[config.mk]
export PLATFORM = sky130hd
export DESIGN_NAME = rc5_infrared_transceiver
export DESIGN_NICKNAME = d
export VERILOG_FILES = /design/src/sv/rc5it_pkg.sv /design/src/sv/rc5_infrared_transceiver.sv /design/src/sv/rc5it_core.sv
export SDC_FILE = /design/constraint.sdc
export NUM_CORES = 1
export LEC_CHECK = 0
export BUFFER_PORTS_ARGS = -buffer_cell sky130_fd_sc_hd__buf_2
export CAP_MARGIN = 30
export CORE_MARGIN = 2
export CORE_UTILIZATION = 36
export DETAILED_ROUTE_END_ITERATION = 12
export GPL_TIMING_DRIVEN = 0
export PLACE_DENSITY_LB_ADDON = 0.12
export REMOVE_ABC_BUFFERS = 1
export SKIP_LAST_GASP = 1
export SLEW_MARGIN = 20
export SYNTH_ARGS = -nofsm -noshare
export SYNTH_HDL_FRONTEND = slang
export SYNTH_SLANG_ARGS = --single-unit
[constraint.sdc]
create_clock -name clk -period 3.2 [get_ports clk]
set_clock_uncertainty 0.15 [all_clocks]
set_input_delay 0.32 -clock clk [delete_from_list [all_inputs] [get_ports clk]]
set_output_delay 0.32 -clock clk [all_outputs]
set_load 0.1 [all_outputs]
[src/sv/rc5it_pkg.sv]
// Package for the RC5 infrared transceiver: item types, register set, codes
// and frame constants. Used by rc5it_core and rc5_infrared_transceiver.
// No dependencies.
package rc5it_pkg;

  localparam int unsigned FRAME_BITS = 14;
  localparam int unsigned RX_BITS    = 12;

  localparam logic [7:0] SILENCE_RST   = 8'd150;
  localparam logic [7:0] HALF_BIT_RST  = 8'd34;
  localparam logic [4:0] ADDRESS_RST   = 5'd29;
  localparam logic [7:0] MEASURE_START = 8'hFF;
  localparam logic [3:0] RX_FIRST_IDX  = 4'd12;
  localparam logic [1:0] START_BITS    = 2'b11;

  typedef enum logic [1:0] {
    CMD_TICK     = 2'd0,
    CMD_EDGE     = 2'd1,
    CMD_SEND     = 2'd2,
    CMD_RECEIVE  = 2'd3
  } cmd_t;

  typedef enum logic [1:0] {
    REG_SILENCE  = 2'd0,
    REG_HALF_BIT = 2'd1,
    REG_ADDRESS  = 2'd2
  } reg_idx_t;

  typedef struct packed {
    logic [1:0] command;
    logic       rx_level;
    logic [5:0] tx_address;
    logic [5:0] tx_opcode;
  } in_item_t;

  typedef struct packed {
    logic        led_on;
    logic        edge_armed;
    logic        frame_done;
    logic [11:0] frame_code;
    logic [5:0]  ir_opcode;
    logic        ir_valid;
    logic        ir_toggle;
    logic        sending;
  } out_item_t;

  typedef struct packed {
    logic [7:0] silence_ticks;
    logic [7:0] send_half_bit_ticks;
    logic [4:0] accepted_address;
  } cfg_regs_t;

  // Mode flags of the transceiver; hold marks the inter-bit quiet wait.
  typedef struct packed {
    logic mode;
    logic fin;
    logic meas;
    logic recv;
    logic hold;
    logic phase;
    logic emit;
  } flags_t;

endpackage

[src/sv/rc5_infrared_transceiver.sv]
// Top level of the RC5 infrared transceiver: input register, configuration
// registers and result register around rc5it_core. Depends on rc5it_pkg.
//
//   channel  direction  handshake           payload
//   in_      input      in_valid/in_stall   in_item  (in_item_t)
//   out_     output     out_valid/out_stall out_item (out_item_t)
//   cfg_     input      cfg_valid/cfg_ready cfg_index, cfg_data
//
// One item per cycle is sustained while the output is not stalled; each item
// passes the input register, one pass of the state update in rc5it_core, and
// the result register.
// Synchronous active-low reset restores the register defaults and clears the valid
// flags and core state. A stalled output holds its result; the input stalls only
// while a held item cannot move into the result register.
module rc5_infrared_transceiver import rc5it_pkg::*; (
  input  logic       clk,
  input  logic       rst_n,
  input  logic       in_valid,
  output logic       in_stall,
  input  in_item_t   in_item,
  output logic       out_valid,
  input  logic       out_stall,
  output out_item_t  out_item,
  input  logic       cfg_valid,
  output logic       cfg_ready,
  input  logic [1:0] cfg_index,
  input  logic [7:0] cfg_data
);

  in_item_t  item_r;
  logic      item_v_r;
  out_item_t out_item_r;
  logic      out_valid_r;
  cfg_regs_t cfg_r;
  out_item_t result;
  logic      fire;
  logic      in_take;

  assign fire      = item_v_r && (!out_valid_r || !out_stall);
  assign in_stall  = item_v_r && !fire;
  assign in_take   = in_valid && !in_stall;
  assign cfg_ready = 1'b1;
  assign out_valid = out_valid_r;
  assign out_item  = out_item_r;

  rc5it_core u_core (
    .clk    (clk),
    .rst_n  (rst_n),
    .fire   (fire),
    .item   (item_r),
    .cfg    (cfg_r),
    .result (result)
  );

  always_ff @(posedge clk) begin
    if (!rst_n) begin
      item_v_r  <= 1'b0;
      out_valid_r <= 1'b0;
      cfg_r.silence_ticks       <= SILENCE_RST;
      cfg_r.send_half_bit_ticks <= HALF_BIT_RST;
      cfg_r.accepted_address    <= ADDRESS_RST;
    end else begin
      if (in_take) begin
        item_v_r <= 1'b1;
      end else if (fire) begin
        item_v_r <= 1'b0;
      end
      if (fire) begin
        out_valid_r <= 1'b1;
      end else if (!out_stall) begin
        out_valid_r <= 1'b0;
      end
      if (cfg_valid && cfg_ready) begin
        unique case (cfg_index)
          REG_SILENCE:  cfg_r.silence_ticks       <= cfg_data;
          REG_HALF_BIT: cfg_r.send_half_bit_ticks <= cfg_data;
          REG_ADDRESS:  cfg_r.accepted_address    <= cfg_data[4:0];
          default: ;
        endcase
      end
    end
  end

  always_ff @(posedge clk) begin
    if (in_take) begin
      item_r <= in_item;
    end
    if (fire) begin
      out_item_r <= result;
    end
  end

`ifndef SYNTHESIS
  // A completed frame reports the command bits it just assembled.
  a_done_opcode: assert property (@(posedge clk) disable iff (!rst_n)
    out_valid && out_item.frame_done |-> out_item.ir_opcode == out_item.frame_code[5:0])
    else $error("frame report does not match received bits");

  // Receiver edges are never armed while transmitting.
  a_send_no_edges: assert property (@(posedge clk) disable iff (!rst_n)
    out_valid && out_item.sending |-> !out_item.edge_armed)
    else $error("edges armed during send");

  // The input side stalls only when an item is waiting in the input register.
  a_stall_held: assert property (@(posedge clk) disable iff (!rst_n)
    in_stall |-> item_v_r && out_valid_r && out_stall)
    else $error("input stalled without a blocked item");
`endif

endmodule

[src/sv/rc5it_core.sv]
// State of the RC5 transceiver and its per-item update logic.
// Depends on rc5it_pkg; instantiated by rc5_infrared_transceiver.
module rc5it_core import rc5it_pkg::*; (
  input  logic      clk,
  input  logic      rst_n,
  input  logic      fire,
  input  in_item_t  item,
  input  cfg_regs_t cfg,
  output out_item_t result
);

  flags_t                  flags_r, flags_nxt;
  logic [7:0]              tick_r, tick_nxt;
  logic [3:0]              bit_idx_r, bit_idx_nxt;
  logic [7:0]              half_len_r, half_len_nxt;
  logic [FRAME_BITS-1:0]   tx_frame_r, tx_frame_nxt;
  logic [RX_BITS-1:0]      rx_frame_r, rx_frame_nxt;
  logic                    timer_on_r, timer_on_nxt;
  logic                    edges_on_r, edges_on_nxt;
  logic [7:0]              report_r, report_nxt;
  logic                    done;
  logic [7:0]              period;
  logic [8:0]              scaled;

  always_comb begin
    flags_nxt    = flags_r;
    tick_nxt     = tick_r;
    bit_idx_nxt  = bit_idx_r;
    half_len_nxt = half_len_r;
    tx_frame_nxt = tx_frame_r;
    rx_frame_nxt = rx_frame_r;
    timer_on_nxt = timer_on_r;
    edges_on_nxt = edges_on_r;
    report_nxt   = report_r;
    done         = 1'b0;
    period       = MEASURE_START - tick_r;
    // 1.5 times the measured half bit, kept to eight bits.
    scaled       = {period, 1'b0} - {2'b00, period[7:1]};

    unique case (cmd_t'(item.command))
      CMD_TICK: begin
        if (timer_on_r) begin
          if (tick_r != 8'd0) begin
            tick_nxt = tick_r - 8'd1;
          end else if (flags_r.mode) begin
            if (flags_r.hold) begin
              flags_nxt.fin  = 1'b1;
              flags_nxt.recv = 1'b0;
              flags_nxt.hold = 1'b0;
              tick_nxt       = cfg.silence_ticks;
            end else if (flags_r.recv) begin
              bit_idx_nxt = bit_idx_r - 4'd1;
              if (item.rx_level && bit_idx_nxt < RX_FIRST_IDX) begin
                rx_frame_nxt[bit_idx_nxt] = 1'b1;
              end
              if (bit_idx_nxt == 4'd0) begin
                flags_nxt.fin  = 1'b1;
                flags_nxt.recv = 1'b0;
                report_nxt = {rx_frame_nxt[11],
                              rx_frame_nxt[10:6] == cfg.accepted_address,
                              rx_frame_nxt[5:0]};
                done = 1'b1;
              end else begin
                flags_nxt.hold = 1'b1;
              end
              tick_nxt     = cfg.silence_ticks;
              edges_on_nxt = 1'b1;
            end else if (flags_r.fin) begin
              flags_nxt.fin = 1'b0;
              timer_on_nxt  = 1'b0;
            end
          end else begin
            if (flags_r.phase) begin
              flags_nxt.emit  = ~flags_r.emit;
              flags_nxt.phase = 1'b0;
              tick_nxt        = half_len_r;
            end else if (bit_idx_r != 4'd0) begin
              bit_idx_nxt     = bit_idx_r - 4'd1;
              // A zero bit drives the LED in its first half.
              flags_nxt.emit  = ~tx_frame_r[bit_idx_nxt];
              flags_nxt.phase = 1'b1;
              tick_nxt        = half_len_r;
            end else begin
              flags_nxt.fin  = 1'b1;
              flags_nxt.mode = 1'b1;
              flags_nxt.emit = 1'b0;
              tick_nxt       = cfg.silence_ticks;
              edges_on_nxt   = 1'b1;
            end
          end
        end
      end
      CMD_EDGE: begin
        if (edges_on_r) begin
          if (flags_r.fin) begin
            tick_nxt = cfg.silence_ticks;
          end else if (flags_r.meas) begin
            timer_on_nxt   = 1'b0;
            half_len_nxt   = scaled[7:0];
            flags_nxt.meas = 1'b0;
            flags_nxt.recv = 1'b1;
            bit_idx_nxt    = RX_FIRST_IDX;
            rx_frame_nxt   = '0;
          end else if (flags_r.recv) begin
            tick_nxt       = half_len_r;
            timer_on_nxt   = 1'b1;
            flags_nxt.hold = 1'b0;
            edges_on_nxt   = 1'b0;
          end else begin
            tick_nxt       = MEASURE_START;
            timer_on_nxt   = 1'b1;
            flags_nxt.meas = 1'b1;
          end
        end
      end
      CMD_SEND: begin
        edges_on_nxt = 1'b0;
        flags_nxt    = '0;
        bit_idx_nxt  = 4'(FRAME_BITS);
        tick_nxt     = 8'd0;
        tx_frame_nxt = {START_BITS, item.tx_address, item.tx_opcode};
        half_len_nxt = cfg.send_half_bit_ticks;
        timer_on_nxt = 1'b1;
      end
      CMD_RECEIVE: begin
        flags_nxt      = '0;
        flags_nxt.mode = 1'b1;
        flags_nxt.fin  = 1'b1;
        tick_nxt       = cfg.silence_ticks;
        timer_on_nxt   = 1'b1;
        edges_on_nxt   = 1'b1;
      end
    endcase

    result.led_on     = flags_nxt.emit;
    result.edge_armed = edges_on_nxt;
    result.frame_done = done;
    result.frame_code = rx_frame_nxt;
    result.ir_opcode  = report_nxt[5:0];
    result.ir_valid   = report_nxt[6];
    result.ir_toggle  = report_nxt[7];
    result.sending    = ~flags_nxt.mode & timer_on_nxt;
  end

  always_ff @(posedge clk) begin
    if (!rst_n) begin
      flags_r    <= '0;
      tick_r     <= '0;
      bit_idx_r  <= '0;
      half_len_r <= '0;
      tx_frame_r <= '0;
      rx_frame_r <= '0;
      timer_on_r <= 1'b0;
      edges_on_r <= 1'b0;
      report_r   <= '0;
    end else if (fire) begin
      flags_r    <= flags_nxt;
      tick_r     <= tick_nxt;
      bit_idx_r  <= bit_idx_nxt;
      half_len_r <= half_len_nxt;
      tx_frame_r <= tx_frame_nxt;
      rx_frame_r <= rx_frame_nxt;
      timer_on_r <= timer_on_nxt;
      edges_on_r <= edges_on_nxt;
      report_r   <= report_nxt;
    end
  end

endmodule
### Word-level counts from Yosys, hierarchy flattened

Index checks and enable logic that the tools add are counted.

| word-level totals | value |
|---|---|
| bits in registers | 124 |
| bits of input ports | 30 |
| output and inout bits | 27 |

| operators by class | value |
|---|---|
| muxes and demuxes | 110 |
| order comparisons | 3 |
| add/subtract/negate cells | 4 |
| eq/ne operators | 24 |
| reduce and logical (&&, ||, !) cells | 35 |
| bitwise operators | 9 |

Operator list:

| operator | number |
|---|---|
| 12-bit 2-to-1 mux | 15 |
| 8-bit 2-to-1 mux | 21 |
| 4-bit 2-to-1 mux | 12 |
| 1-bit 2-to-1 mux | 39 |
| 8-bit one-hot mux with 4 select lines | 1 |
| 12-bit one-hot mux with 2 select lines | 1 |
| 2-bit 2-to-1 mux | 9 |
| 8-bit one-hot mux with 2 select lines | 1 |
| 5-bit AND reduction | 3 |
| 7-bit AND reduction | 2 |
| 2-bit by 1-bit inequality test with 1-bit output (second input constant) | 6 |
| 12-bit OR | 1 |
| 2-bit one-hot mux with 3 select lines | 2 |
| 4-bit one-hot mux with 3 select lines | 1 |
| 11-bit AND reduction | 1 |
| 5-bit inequality test (second input constant) | 2 |
| 3-bit by 2-bit inequality test with 1-bit output (second input constant) | 3 |
| 2-bit inequality test (second input constant) | 4 |
| 2-bit AND reduction | 4 |
| 8-bit AND reduction | 1 |
| 2-bit nonzero test | 4 |
| 8-bit nonzero test | 1 |
| 8-bit by 1-bit subtractor with 8-bit output (second input constant) | 1 |
| 8-bit by 7-bit subtractor with 8-bit output | 1 |
| other kinds (29) | 49 |

### Logic depth before layout (Yosys ltp)

Gate-level depths: netlist of run 1.

| logic depth | value |
|---|---|
| depth in word-level cells | 21 |
| gate-level depth with buffers | 11 |

### Modules after synthesis

Synthesis of run 1 repeated with hierarchy kept, for this count alone.

| unflattened totals | value |
|---|---|
| cell total of the unflattened synthesis | 738 |
| area total of the unflattened synthesis | 6590.1 um2 |

By module, submodules not included:

| module | seq. area each (um2) | times used | area each (um2) | cells each |
|---|---|---|---|---|
| rc5it_core | 1241.2 | 1 | 4431.8 | 599 |
| rc5_infrared_transceiver | 1631.6 | 1 | 2158.3 | 139 |

### Least setup slack after synthesis of run 1

OpenSTA, ideal clock, no wires.

| timing | value |
|---|---|
| path type | reg-to-reg |
| start point | register out_valid_r (netlist: out_valid) |
| end point | register item_r[0] in the netlist's numbering (enable) |
| data arrival time | 2.366 ns |
| data required time | 2.680 ns |
| cell stages (with the launch flop) | 3 |
| setup time | 0.370 ns |
| clock period less this slack | 2.886 ns |
| slack | 0.314 ns |
| cell sequence | dfxtp_1 and3_1 nor2b_1 |

| between the ends | value |
|---|---|
| word-level cells in the longest chain between the ends | 7 |

Ends and longest elaborated chain:

| what | RTL line | text |
|---|---|---|
| start: declaration | rc5_infrared_transceiver.sv:33 | `logic out_valid_r;` |
| start signal: assignment | rc5_infrared_transceiver.sv:58 | `out_valid_r <= 1'b0;` |
| start signal: assignment | rc5_infrared_transceiver.sv:69 | `out_valid_r <= 1'b1;` |
| start signal: assignment | rc5_infrared_transceiver.sv:71 | `out_valid_r <= 1'b0;` |
| 1-bit zero test | rc5_infrared_transceiver.sv:39 | `assign fire = item_v_r && (!out_valid_r \|\| !out_stall);` |
| 1-bit logical OR | rc5_infrared_transceiver.sv:39 |  |
| 1-bit logical AND | rc5_infrared_transceiver.sv:39 |  |
| 1-bit zero test | rc5_infrared_transceiver.sv:40 | `assign in_stall = item_v_r && !fire;` |
| 1-bit logical AND | rc5_infrared_transceiver.sv:40 |  |
| via in_stall | rc5_infrared_transceiver.sv:19 | `output logic in_stall,` |
| 1-bit zero test | rc5_infrared_transceiver.sv:41 | `assign in_take = in_valid && !in_stall;` |
| 1-bit logical AND | rc5_infrared_transceiver.sv:41 |  |
| via in_take | rc5_infrared_transceiver.sv:37 | `logic in_take;` |
| end signal: assignment | rc5_infrared_transceiver.sv:86 | `item_r <= in_item;` |
| end: declaration | rc5_infrared_transceiver.sv:30 | `in_item_t item_r;` |

The timed path passes the listed nets, and every way through them passes these cells.
A chain may end at the register's enable or synchronous reset.

==> flow_metrics.tcl, run 1 <==
set metrics [dict create \
    yosys_warnings 0 \
    firstDrtPassIters 5 \
    hold_viol 0 \
    antenna_found_initial 0 \
    fin_crit_sh 0.9298 \
    grt_overflow 0 \
    worstPathRequired_ns 3.20 \
    rrSetupSlack_ns 0.22 \
    worstSetupEndpointType "register" \
    max_freq_mhz 336.1 \
    synth-seq-area-share 0.4512 \
    cp.arrival_ns 2.97 \
    area_growth_pct 19.41 \
    cts_root_buf "clkbuf_16" \
    synthTopCellsByCount "nor2_1, dfxtp_1, nand2_1" \
    drt_iter0_drc 393 \
    async_flop_share 0 \
    yosys_most_used_dff "dfxtp_1" \
    post-place-ws_ns -0.2138 \
    grt_max_degree 38 \
    dp_hpwl_mm 11.52 \
    syn_area_per_cell_um2 9.045 \
    num_io_pins 57 \
    wl_mm 16.64 \
    crit_path_start_kind "register" \
    r2r_start "u_core.bit_idx_r[0]" \
    synth_area_leaders "dfxtp_1, edfxtp_1, nor2_1" \
    synth.largest_area_cell "dfxtp_1" \
    vias 5491 \
    crit_fanout 13 \
    grt_pass1_vias 5184 \
    multiInputGateArea_mm2 0.003246 \
    path_clk_slew_ns 0.06 \
    wl_per_cell_um 16.74 \
    die_h_um 137.0 \
    clk_path_buf_depth 2 \
    die_area_mm2 0.01877 \
    n_fill_cell 1733 \
    numCtsBuffers 17 \
    leakage_uw 0.002864 \
    die_w_um 137.0 \
    finalMaxSlewViolations 0 \
    cts.sinks 124 \
    setup_ws_ns 0.2248 \
    regArea_mm2 0.002874 \
    dp_cells 942 \
    vias_per_cell 5.524 \
    clk_latency_ns 0.42 \
    ys_types 72 \
    synth_seq_cells 124 \
    hp-class "in2reg" \
    cts_tree "yes" \
    worst_pin_slew_ns 0.9284 \
    status "completed" \
    finalNonFillerCells 994 \
    portBuffers 55 \
    setup-violations-final 0 \
    netlist_instances 704 \
    rsz0062_at_grt "yes" \
    grt_use_total 0.1882 \
    worstSetupStartpoint "u_core.bit_idx_r[0]" \
    powerDensity_mw_per_mm2 553.2 \
    coreArea_mm2 0.01730 \
    yosysMostFrequentCell "nor2_1" \
    placementRows 48 \
    maxSlewHeadroom 0.3811 \
    holdWs_ns 0.03103 \
    fin_crit_ns 2.975 \
    ir_worst_vdd_v 0.0003572 \
    diodes 0 \
    min-delay-start "cfg_data[6]" \
    route.detailed.drc 0 \
    place_congestion 0.8787 \
    synth_edf_count 39 \
    num-nets-final 802 \
    synth_top_area_frac 0.2672 \
    htree_num_levels 4 \
    critPathKind "reg2reg" \
    final_area_mm2 0.007604 \
    placed_area_mm2 0.006823 \
    grt_pass1_wl_mm 27.16 \
    start_util 0.3681 \
    layout-drive-gt1-share 0.1599 \
    synth_area_mm2 0.006367 \
    cap_violations 0 \
    ant_nets 0 \
]
==> cell families after synthesis <==
| kind of cell | share of synthesized area |
|---|---|
| AOI/OAI and AO/OA | 0.1961 |
| xor gates and xnor gates | 0.01100 |
| other | 0.0005889 |
| adders and majority gates | 0.03262 |
| DFF | 0.4512 |
| buffers and inverters | 0.04284 |
| and+or+nand+nor | 0.1912 |
| muxes | 0.07447 |
==> where the power goes <==
group / total (uW) / switching [uW] / internal, uW
registers: 1730 / 52.9 / 1680
logic: 617 / 404 / 214
clock network: 1860 / 706 / 1150
total: 4210 / 1160 / 3040
==> routing by layer <==
layer | track usage | up-vias | part of all wire
li1 | - | 2683 | -
met1 | 0.2468 | 2649 | 0.47
met2 | 0.2996 | 133 | 0.47
met3 | 0.04111 | 26 | 0.043
met4 | 0.07847 | 0 | 0.021
met5 | 0 | - | 0
==> cell type report <==
cell class | count | share of cell area
sequential | 124 | 0.3780
multi-input combinational | 510 | 0.4269
timing repair buffer | 80 | 0.07142
inverter | 23 | 0.01135
clock buffer | 22 | 0.06385
clock inverter | 10 | 0.01152
tap | 225 | 0.03702
==> sequential cells by signal (all words and copies together), names as in the netlist, 4 cells and up <==
| name | flops |
|---|---|
| out_item | 24 |
| cfg_r | 21 |
| item_r | 15 |
| u_core.tx_frame_r | 13 |
| u_core.rx_frame_r | 12 |
| u_core.half_len_r | 8 |
| u_core.report_r | 8 |
| u_core.tick_r | 8 |
| u_core.flags_r | 7 |
| u_core.bit_idx_r | 4 |
==> stage by stage <==
step	total power (uW)	TNS [ns]	utilization
floorplan	2189	0	-
global placement	2343	-26.42	0.3895
detailed placement	2362	-1.330	0.3945
CTS	4246	0	0.4390
global route	4393	-0.02518	0.4396
finish	4206	0	0.4396
==> placed cells by master, fill, tap and decap left out, drive strengths merged, types with 10 or more instances in the layout <==
master,count
and3,10
o31ai,10
nand2,73
mux2i,32
a21oi,61
inv,24
ha,15
dlygate4sd3,19
clkbuf,22
nor3,13
buf,61
a31oi,20
nor2,91
dfxtp,85
o21ai,31
edfxtp,39
nand3,10
==> critical path: stages, from the launching register on <==
cell	delay [ns]
dfxtp_2	0.50
inv_1	0.11
ha_1	0.34
nor2_1	0.35
a21oi_2	0.18
o32a_1	0.35
nor4_1	0.63
nor2_1	0.09
==> final timing paths <==
check,end,cells past startpoint
worst min-delay path,cfg_r[11],3
worst min register to register,u_core.tx_frame_r[8],2
worst max-delay path,out_item[5],7
worst max register to register,out_item[5],7
==> repair_timing <==
item                                   in CTS  in global routing
pin swaps                                   1                  0
setup endpoints to repair                  12                 30
gates resized for setup                     0                  3
endpoints found under the hold margin      21                  0
buffers inserted                            1                  0
hold buffers                               19                  0
Power figures use the tool's default switching activity.
==> run 2: changes to the inputs <==
--- a/config.mk
+++ b/config.mk
@@ -8,7 +8,7 @@
 export BUFFER_PORTS_ARGS = -buffer_cell sky130_fd_sc_hd__buf_2
 export CAP_MARGIN = 30
 export CORE_MARGIN = 2
-export CORE_UTILIZATION = 36
+export CORE_UTILIZATION = 50
 export DETAILED_ROUTE_END_ITERATION = 12
 export GPL_TIMING_DRIVEN = 0
 export PLACE_DENSITY_LB_ADDON = 0.12
==> constraint.sdc (replaced) <==
create_clock -name clk -period 3.2 [get_ports clk]
set_clock_uncertainty 0.15 [all_clocks]
set_input_delay 0.32 -clock clk [delete_from_list [all_inputs] [get_ports clk]]
set_output_delay 0.32 -clock clk [all_outputs]
set_load 0.01 [all_outputs]
==> run 2 against run 1 <==
Global-route usage grew 5.7 points. Non-clock buffer count down 1. Total power up 1.5%. Largest power group unchanged.
==> flow_metrics.tcl, run 2 (same netlist as run 1, synthesis figures left out) <==
set metrics [dict create \
    crit_fanout 13 \
    crit_path_start_kind "register" \
    worst_pin_slew_ns 0.9176 \
    fin_crit_ns 3.028 \
    place_congestion 0.8334 \
    die_h_um 116.9 \
    rsz0062_at_grt "yes" \
    ant_nets 0 \
    final_common_cell "nor2_1" \
    grt_use_total 0.2456 \
    status "completed" \
    start_util 0.5087 \
    powerDensity_mw_per_mm2 563.0 \
    regArea_mm2 0.002874 \
    hold_viol 0 \
    largest_reg_flops 24 \
    clk_path_buf_depth 2 \
    finalNonFillerCells 940 \
    htree_num_levels 4 \
    num-nets-final 801 \
    dp_cells 889 \
    wl_mm 16.09 \
    cts_root_buf "clkbuf_16" \
    clk_latency_ns 0.42 \
    critPathKind "reg2reg" \
    cts_tree "yes" \
    path_clk_slew_ns 0.06 \
    finalMaxSlewViolations 0 \
    cts.sinks 124 \
    holdPathStages 3 \
    rr_worst_depth 9 \
    dp_hpwl_mm 10.97 \
    antenna_found_initial 0 \
    num_io_pins 57 \
    wl_per_cell_um 17.12 \
    ir_worst_vdd_v 0.0004122 \
    setup_ws_ns 0.1725 \
    grt_pass1_wl_mm 25.67 \
    fin_crit_sh 0.9461 \
    die_w_um 116.9 \
    layout-drive-gt1-share 0.1602 \
    diodes 0 \
    route.detailed.drc 0 \
    post-place-ws_ns -0.2404 \
    drt_iter0_drc 324 \
    multiInputGateArea_mm2 0.003247 \
    setup-violations-final 0 \
    firstDrtPassIters 7 \
    hp-class "in2reg" \
    vias 5526 \
    grt_max_degree 37 \
    cp.arrival_ns 3.22 \
    placementRows 41 \
    worstSetupEndpointType "register" \
    leakage_uw 0.002883 \
    die_area_mm2 0.01365 \
    maxSlewHeadroom 0.3868 \
    grt_overflow 0 \
    grt_pass1_vias 5214 \
    cap_violations 0 \
    numCtsBuffers 17 \
    area_growth_pct 19.08 \
    final_cell_mix "nor2_1, dfxtp_1, nand2_1, a21oi_1, buf_2" \
    max_freq_mhz 330.3 \
    coreArea_mm2 0.01252 \
    vias_per_cell 5.879 \
    worstPathRequired_ns 3.40 \
    n_fill_cell 1143 \
    portBuffers 55 \
]
## run 2: path summary, 6_finish.rpt
kind / from / endpoint / slack [ns]
worst max-delay path: u_core.bit_idx_r[0] / u_core.flags_r[5] / 0.17
worst min-delay path: cfg_data[5] / cfg_r[10] / 0.01
worst max register to register: u_core.bit_idx_r[0] / u_core.flags_r[5] / 0.17
worst min register to register: u_core.tx_frame_r[11] / u_core.tx_frame_r[11] / 0.30
## run 2: final cells by class
| cell class | count | area share |
|---|---|---|
| timing repair buffer | 79 | 0.07030 |
| inverter | 23 | 0.01139 |
| clock buffer | 19 | 0.06122 |
| clock inverter | 13 | 0.02145 |
| multi-input combinational | 510 | 0.4282 |
| sequential | 124 | 0.3790 |
| tap | 172 | 0.02838 |
## run 2: critical path: stages (launching register included)
cell	delay, ns
dfxtp_2	0.49
inv_1	0.11
ha_1	0.35
nor2_1	0.36
a21oi_2	0.18
o32ai_2	0.19
buf_4	0.25
a21oi_1	0.09
a2111oi_1	0.53
mux2i_1	0.24
## run 2: report_power, final
group / total [uW] / switching (uW) / internal (uW) / leakage, uW
sequential: 1730 / 53.9 / 1680 / 0.00107
clock: 2010 / 718 / 1290 / 0.000304
combinational: 526 / 314 / 212 / 0.00151
total: 4270 / 1090 / 3180 / 0.00288
## run 2: what timing repair did
| item | CTS | global route |
|---|---|---|
| endpoints found under the setup margin | 11 | 9 |
| hold buffers | 18 | 0 |
| hold endpoints to repair | 19 | 0 |
| pin swaps | 1 | 0 |
| setup buffers | 1 | 0 |
| gates resized for setup | 2 | 2 |
## run 2: through the flow
| step | util | total power (uW) | setup TNS [ns] | instance area [um^2] | hold WS, ns |
|---|---|---|---|---|---|
| after floorplan | - | 2099 | 0 | 6181 | 0.2319 |
| after global placement | 0.5330 | 2244 | -21.39 | 6671 | 0.2937 |
| after detailed placement | 0.5398 | 2268 | -0.9641 | 6756 | 0.2981 |
| after CTS | 0.6055 | 4289 | 0 | 7579 | 0.001404 |
| after global routing | 0.6058 | 4417 | -0.03076 | 7582 | 0.02229 |
| final | 0.6058 | 4269 | 0 | 7582 | 0.01159 |
## run 2: routing by layer
metal,up-vias,track usage,wire (um)
met5,-,0,0
met4,0,0.1129,488
met3,43,0.05407,776
li1,2674,-,-
met2,183,0.3958,7657
met1,2626,0.3168,7171
